===== src/sv/sibs_pkg.sv =====
// Shared types, register codes and reset values of the static IMU bias initializer.
// Depends on nothing; sibs_if, sibs_unit, the top level and the testbench import it.
`timescale 1ns / 1ps
`default_nettype none

package sibs_pkg;

   localparam int SMP_W            = 16;
   localparam int DEF_WINDOW_DEPTH = 1024;

   localparam logic [10:0] RST_WINDOW_CAP  = 11'd1024;
   localparam logic [9:0]  RST_WINDOW_MIN  = 10'd100;
   localparam logic [31:0] RST_STATIC_SPAN = 32'd1000000;
   localparam logic [15:0] RST_STATIC_SPD  = 16'd50;
   localparam logic [14:0] RST_GRAVITY     = 15'd16384;

   typedef enum logic [2:0] {
      REG_WINDOW_CAP,
      REG_WINDOW_MIN,
      REG_STATIC_SPAN,
      REG_STATIC_SPEED,
      REG_GRAVITY
   } sibs_reg_type;

   typedef enum logic [1:0] {
      OP_MUL,
      OP_DIV,
      OP_SQRT
   } sibs_op_type;

   typedef struct packed {
      logic        start;
      sibs_op_type op;
   } sibs_cmd_type;

   typedef struct packed {
      logic busy;
      logic done;
   } sibs_sts_type;

endpackage

`default_nettype wire


===== src/sv/sibs_unit.sv =====
// Shared iterative arithmetic unit: shift-add multiply, restoring divide, digit square root.
// Depends on sibs_pkg for the command and status types.
`timescale 1ns / 1ps
`default_nettype none

module sibs_unit #(
   parameter int WIDTH = 84
) (
   input  wire  logic                  clock,
   input  wire  logic                  reset,
   input  wire  sibs_pkg::sibs_cmd_type cmd,
   input  wire  logic [WIDTH-1:0]      opd_a,
   input  wire  logic [WIDTH-1:0]      opd_b,
   output sibs_pkg::sibs_sts_type      sts,
   output logic [WIDTH-1:0]            result
);
   import sibs_pkg::*;

   localparam int CNT_W = $clog2(WIDTH + 1);

   logic             busy_ff, busy_in;
   logic             done_ff, done_in;
   logic [CNT_W-1:0] cnt_ff, cnt_in;
   sibs_op_type      op_ff, op_in;
   logic [WIDTH:0]   ra_ff, ra_in;
   logic [WIDTH-1:0] rb_ff, rb_in;
   logic [WIDTH-1:0] rc_ff, rc_in;
   logic [WIDTH:0]   shifted;
   logic [WIDTH:0]   trial;

   always_comb begin
      busy_in = busy_ff;
      done_in = 1'b0;
      cnt_in  = cnt_ff;
      op_in   = op_ff;
      ra_in   = ra_ff;
      rb_in   = rb_ff;
      rc_in   = rc_ff;
      shifted = {ra_ff[WIDTH-1:0], rb_ff[WIDTH-1]};
      trial   = {1'b0, rb_ff} + {1'b0, rc_ff};
      if (cmd.start) begin
         op_in   = cmd.op;
         busy_in = 1'b1;
         case (cmd.op)
            OP_SQRT: begin
               ra_in  = {1'b0, opd_a};
               rb_in  = '0;
               rc_in  = WIDTH'(1) << (WIDTH - 2);
               cnt_in = CNT_W'(WIDTH / 2);
            end
            default: begin
               ra_in  = '0;
               rb_in  = opd_a;
               rc_in  = opd_b;
               cnt_in = CNT_W'(WIDTH);
            end
         endcase
      end else if (busy_ff) begin
         case (op_ff)
            OP_MUL: begin
               if (rc_ff[0]) begin
                  ra_in = ra_ff + {1'b0, rb_ff};
               end
               rb_in = rb_ff << 1;
               rc_in = rc_ff >> 1;
            end
            OP_DIV: begin
               if (shifted >= {1'b0, rc_ff}) begin
                  ra_in = shifted - {1'b0, rc_ff};
                  rb_in = {rb_ff[WIDTH-2:0], 1'b1};
               end else begin
                  ra_in = shifted;
                  rb_in = {rb_ff[WIDTH-2:0], 1'b0};
               end
            end
            OP_SQRT: begin
               if (ra_ff >= trial) begin
                  ra_in = ra_ff - trial;
                  rb_in = (rb_ff >> 1) + rc_ff;
               end else begin
                  rb_in = rb_ff >> 1;
               end
               rc_in = rc_ff >> 2;
            end
            default: begin
               rb_in = rb_ff;
            end
         endcase
         cnt_in = cnt_ff - CNT_W'(1);
         if (cnt_ff == CNT_W'(1)) begin
            busy_in = 1'b0;
            done_in = 1'b1;
         end
      end
   end

   always_ff @(posedge clock) begin
      op_ff  <= op_in;
      cnt_ff <= cnt_in;
      ra_ff  <= ra_in;
      rb_ff  <= rb_in;
      rc_ff  <= rc_in;
      if (reset) begin
         busy_ff <= 1'b0;
         done_ff <= 1'b0;
      end else begin
         busy_ff <= busy_in;
         done_ff <= done_in;
      end
   end

   assign sts.busy = busy_ff;
   assign sts.done = done_ff;
   assign result   = (op_ff == OP_MUL) ? ra_ff[WIDTH-1:0] : rb_ff;

endmodule

`default_nettype wire


===== config.mk =====
export PLATFORM = sky130hd
export DESIGN_NAME = sibs_unit
export DESIGN_NICKNAME = d
export VERILOG_FILES = /design/src/sv/sibs_pkg.sv /design/src/sv/sibs_unit.sv
export SDC_FILE = /design/constraint.sdc
export NUM_CORES = 2
export LEC_CHECK = 0
export BUFFER_PORTS_ARGS = -buffer_cell sky130_fd_sc_hd__buf_2
export CAP_MARGIN = 20
export CORE_ASPECT_RATIO = 1.2
export CORE_MARGIN = 3
export CORE_UTILIZATION = 55
export DETAILED_ROUTE_END_ITERATION = 10
export PLACE_DENSITY = 0.73
export SYNTH_ARGS = -nofsm -noshare
export SYNTH_HDL_FRONTEND = slang
export SYNTH_SLANG_ARGS = --single-unit

===== constraint.sdc =====
create_clock -name clock -period 10 [get_ports clock]
set_clock_uncertainty 0.05 [all_clocks]
set_input_delay 0.5 -clock clock [delete_from_list [all_inputs] [get_ports clock]]
set_output_delay 0.5 -clock clock [all_outputs]
set_load 0.01 [all_outputs]

==> results.sh <==
export IMPL_numCtsBuffers=34
export IMPL_reg2reg_depth=28
export IMPL_worstPathMaxFanout=27
export IMPL_core_area_um2=73780
export IMPL_whs_endpoint="done_ff"
export IMPL_synth_area_leaders="edfxtp_1 (19%), ha_1 (13%), a21oi_1 (7.6%), a21o_1 (5.2%), o21ai_0 (5.2%)"
export IMPL_yosysSeqAreaShare_pct=19.25
export IMPL_worstHoldStart="reset"
export IMPL_r2r_end="rb_ff[76]"
export IMPL_critPathKind="reg2reg"
export IMPL_synth_edf_count=262
export IMPL_fin_util_pct=59.68
export IMPL_hold_viol=0
export IMPL_cts_clk_slew_worst_paths_ps=60
export IMPL_fp_dieH_um=305.3
export IMPL_globalplace_congestion=1.085
export IMPL_whs_path_depth=2
export IMPL_drt_iter0_drc=5516
export IMPL_dr_pass1_iters=8
export IMPL_cts_root_buf="clkbuf_16"
export IMPL_seq_power_share_pct=15.2
export IMPL_grt_max_degree=74
export IMPL_cts_tree="done"
export IMPL_syn_cell_area_um2=41070
export IMPL_hpwlAfterDp_mm=142.6
export IMPL_slowest_delay_ps=640
export IMPL_setup_viol=0
export IMPL_dieArea_um2=78000
export IMPL_max_freq_mhz=112.9
export IMPL_switching_share_pct=55.29
export IMPL_pwr_share_comb_pct=74.3
export IMPL_routed_via_density=6.995
export IMPL_synth_top_area_share_pct=19.16
export IMPL_avgRoutedWirePerCell_um=28.46
export IMPL_min_period_ps=8856
export IMPL_clkLatencyLatePin_ps=580
export IMPL_cts_num_sinks=264
export IMPL_critPathMostFrequentCell="o21ai_1"
export IMPL_power_mw=13.50
export IMPL_synth_warnings=0
export IMPL_setup_tns_ps=0
export IMPL_p_sw_mw=7.462
export IMPL_endpoint_kind="flop"
export IMPL_syn_area_per_cell_um2=7.629
export IMPL_post_place_cells=6354
export IMPL_grt_pass1_vias=43138
export IMPL_portBuffers=258
export IMPL_cts_hold_buffers=0
export IMPL_wl_mm=182.7
export IMPL_fin_crit_sh_pct=88.56
export IMPL_leakage_nw=18.85
export IMPL_synth_seq_cells=264
export IMPL_cap_violations=0
export IMPL_drc=0
export IMPL_slew_headroom_pct=19.57
export IMPL_rsz0062_at_grt="no"
export IMPL_vdd_ir_drop_worst_uv=179.7
export IMPL_drive_above_1_share_pct=9.655
export IMPL_status="completed"
export IMPL_slew_viol_final=0
export IMPL_p_clk_share_pct=10.5
export IMPL_yosys_area_top_type="edfxtp_1"
export IMPL_hp_class="in2reg"
export IMPL_crit_slowest_cell="a21oi_1"
export IMPL_worst_pin_slew_ps=1202
export IMPL_clockBufferDepth=3
export IMPL_ys_types=96
export IMPL_grt_pass1_wl_mm=268.7
export IMPL_ios=259
export IMPL_async_flop_share_pct=0
export IMPL_h_tree_depth=2
export IMPL_crit_arrival_ps=9120
export IMPL_synth_ff_type="edfxtp_1"
export IMPL_r2r_setup_slack_ps=1140
export IMPL_synth_nets=5986
export IMPL_stdcell_count=6418
export IMPL_nets=5996
export IMPL_fp_row_count=109
export IMPL_antenna_found_initial=5
export IMPL_start_util_pct=55.66
export IMPL_drtAntennaViolNets=0
export IMPL_die_x_um=255.5
export IMPL_intPower_mw=6.033
export IMPL_num_vias=44891
export IMPL_postCtsSetupBuffers=0
export IMPL_area_delta_synth_final_pct=7.215
export IMPL_cp_start_kind="flop"
export IMPL_power_density_nw_per_um2=306.5
export IMPL_grt_overflow=0
export IMPL_cp_required_ps=10260
export IMPL_syn_inst=5383
export IMPL_cts_resized_gates=0
export IMPL_r2r_start="rb_ff[25]"
export IMPL_grt_total_usage_pct=44.58
per-stage QoR:
stage	setup WS [ps]	hold slack, ps	area (um^2)
detailed placement	1601	453.8	42810
finish	1144	54.41	44030
global placement	1741	455.5	42800
global route	929.8	54.97	44030
floorplan	1595	425.3	41070
CTS	1573	36.58	44010
kinds of logic after synthesis:
group                    count (synthesis)  synth area share [%]
flip-flops                             264                 19.25
adder cells (fa/ha/maj)                430                 13.19
AO/OA/AOI/OAI                         2147                 33.03
buffers and inverters                  537                 5.012
AND/OR/NAND/NOR                       1423                 16.26
XOR/XNOR                               391                 8.339
multiplexers                           191                 4.914
cells in the mapped netlist, types with 141 or more instances:
master / n
inv_1: 201
nand4_1: 141
a21o_1: 285
ha_1: 425
o21ai_0: 426
a21oi_1: 627
xnor2_1: 227
clkbuf_1: 297
nand2_1: 526
edfxtp_1: 262
nor2_1: 329
xor2_1: 164
power groups by stage:
| stage | Sequential (mW) | Clock (mW) | Combinational (mW) |
|---|---|---|---|
| 2_1_floorplan | 1.78 | 0 | 6.99 |
| 3_3_place_gp | 2.03 | 0 | 9.64 |
| 3_5_place_dp | 2.04 | 0 | 9.64 |
| 4_1_cts | 2.02 | 1.41 | 9.71 |
| 5_1_grt | 2.05 | 1.45 | 10.8 |
| 6_report | 2.05 | 1.41 | 10.0 |
cells in the final DEF, fill, tap and decap left out, types with 35 or more instances in the layout:
cell type	count
o21bai_1	81
ha_1	422
a31oi_1	58
nor2_1	326
buf_2	258
a22oi_1	123
nand2_1	524
mux2_2	82
a21oi_1	626
nor3_1	58
a221oi_1	37
nand2b_1	47
xnor2_1	227
a21o_1	284
o21ai_0	426
clkbuf_16	35
xor2_1	164
nand4_1	141
o21ai_1	137
nand3_1	91
inv_1	201
nor2b_1	47
edfxtp_1	262
mux2i_1	106
o211ai_1	39
o21a_1	35
buf_4	48
layer usage:
metal	GRT usage (%)	wire length [um]	vias to the layer above
li1	-	-	20239
met1	51.23	65560	21046
met2	74.50	83680	2782
met3	7.225	16570	822
met4	34.18	16850	2
met5	0	20	-
worst max-delay path by stage:
stage	start	to	slack [ps]	depth (start not counted)
2_1_floorplan	rb_ff[15]	ra_ff[0]	1590	28
4_1_cts	rb_ff[16]	rb_ff[76]	1570	26
5_1_grt	rb_ff[25]	rb_ff[76]	930	28
3_5_place_dp	rb_ff[16]	rb_ff[76]	1600	26
3_3_place_gp	rb_ff[7]	rb_ff[75]	1740	29
6_report	rb_ff[25]	rb_ff[76]	1140	28
flip-flops by register name, summed over array words and instances, names as in the netlist:
| name | cells |
|---|---|
| op_ff | 2 |
| rc_ff | 84 |
| cnt_ff | 7 |
| done_ff | 1 |
| busy_ff | 1 |
| rb_ff | 84 |
| ra_ff | 85 |
final cells by class:
| cell class | count | area, um^2 |
|---|---|---|
| timing repair buffer | 309 | 1690 |
| fill | 7035 | 29750 |
| clock buffer | 40 | 894.6 |
| clock inverter | 20 | 311.5 |
| tap | 999 | 1250 |
| multi-input combinational | 4582 | 31210 |
| inverter | 202 | 758.2 |
| antenna | 2 | 5.005 |
| sequential | 264 | 7908 |
worst max-delay path: cells and delay by family (launching register included):
family,cells,cell delay [ps]
AOI/OAI and AO/OA,13,3460
and+or+nand+nor,10,3180
adders and majority gates,2,950
DFF,1,500
buffers and inverters,2,350
xor gates and xnor gates,1,90
Power figures use the tool's default switching activity.
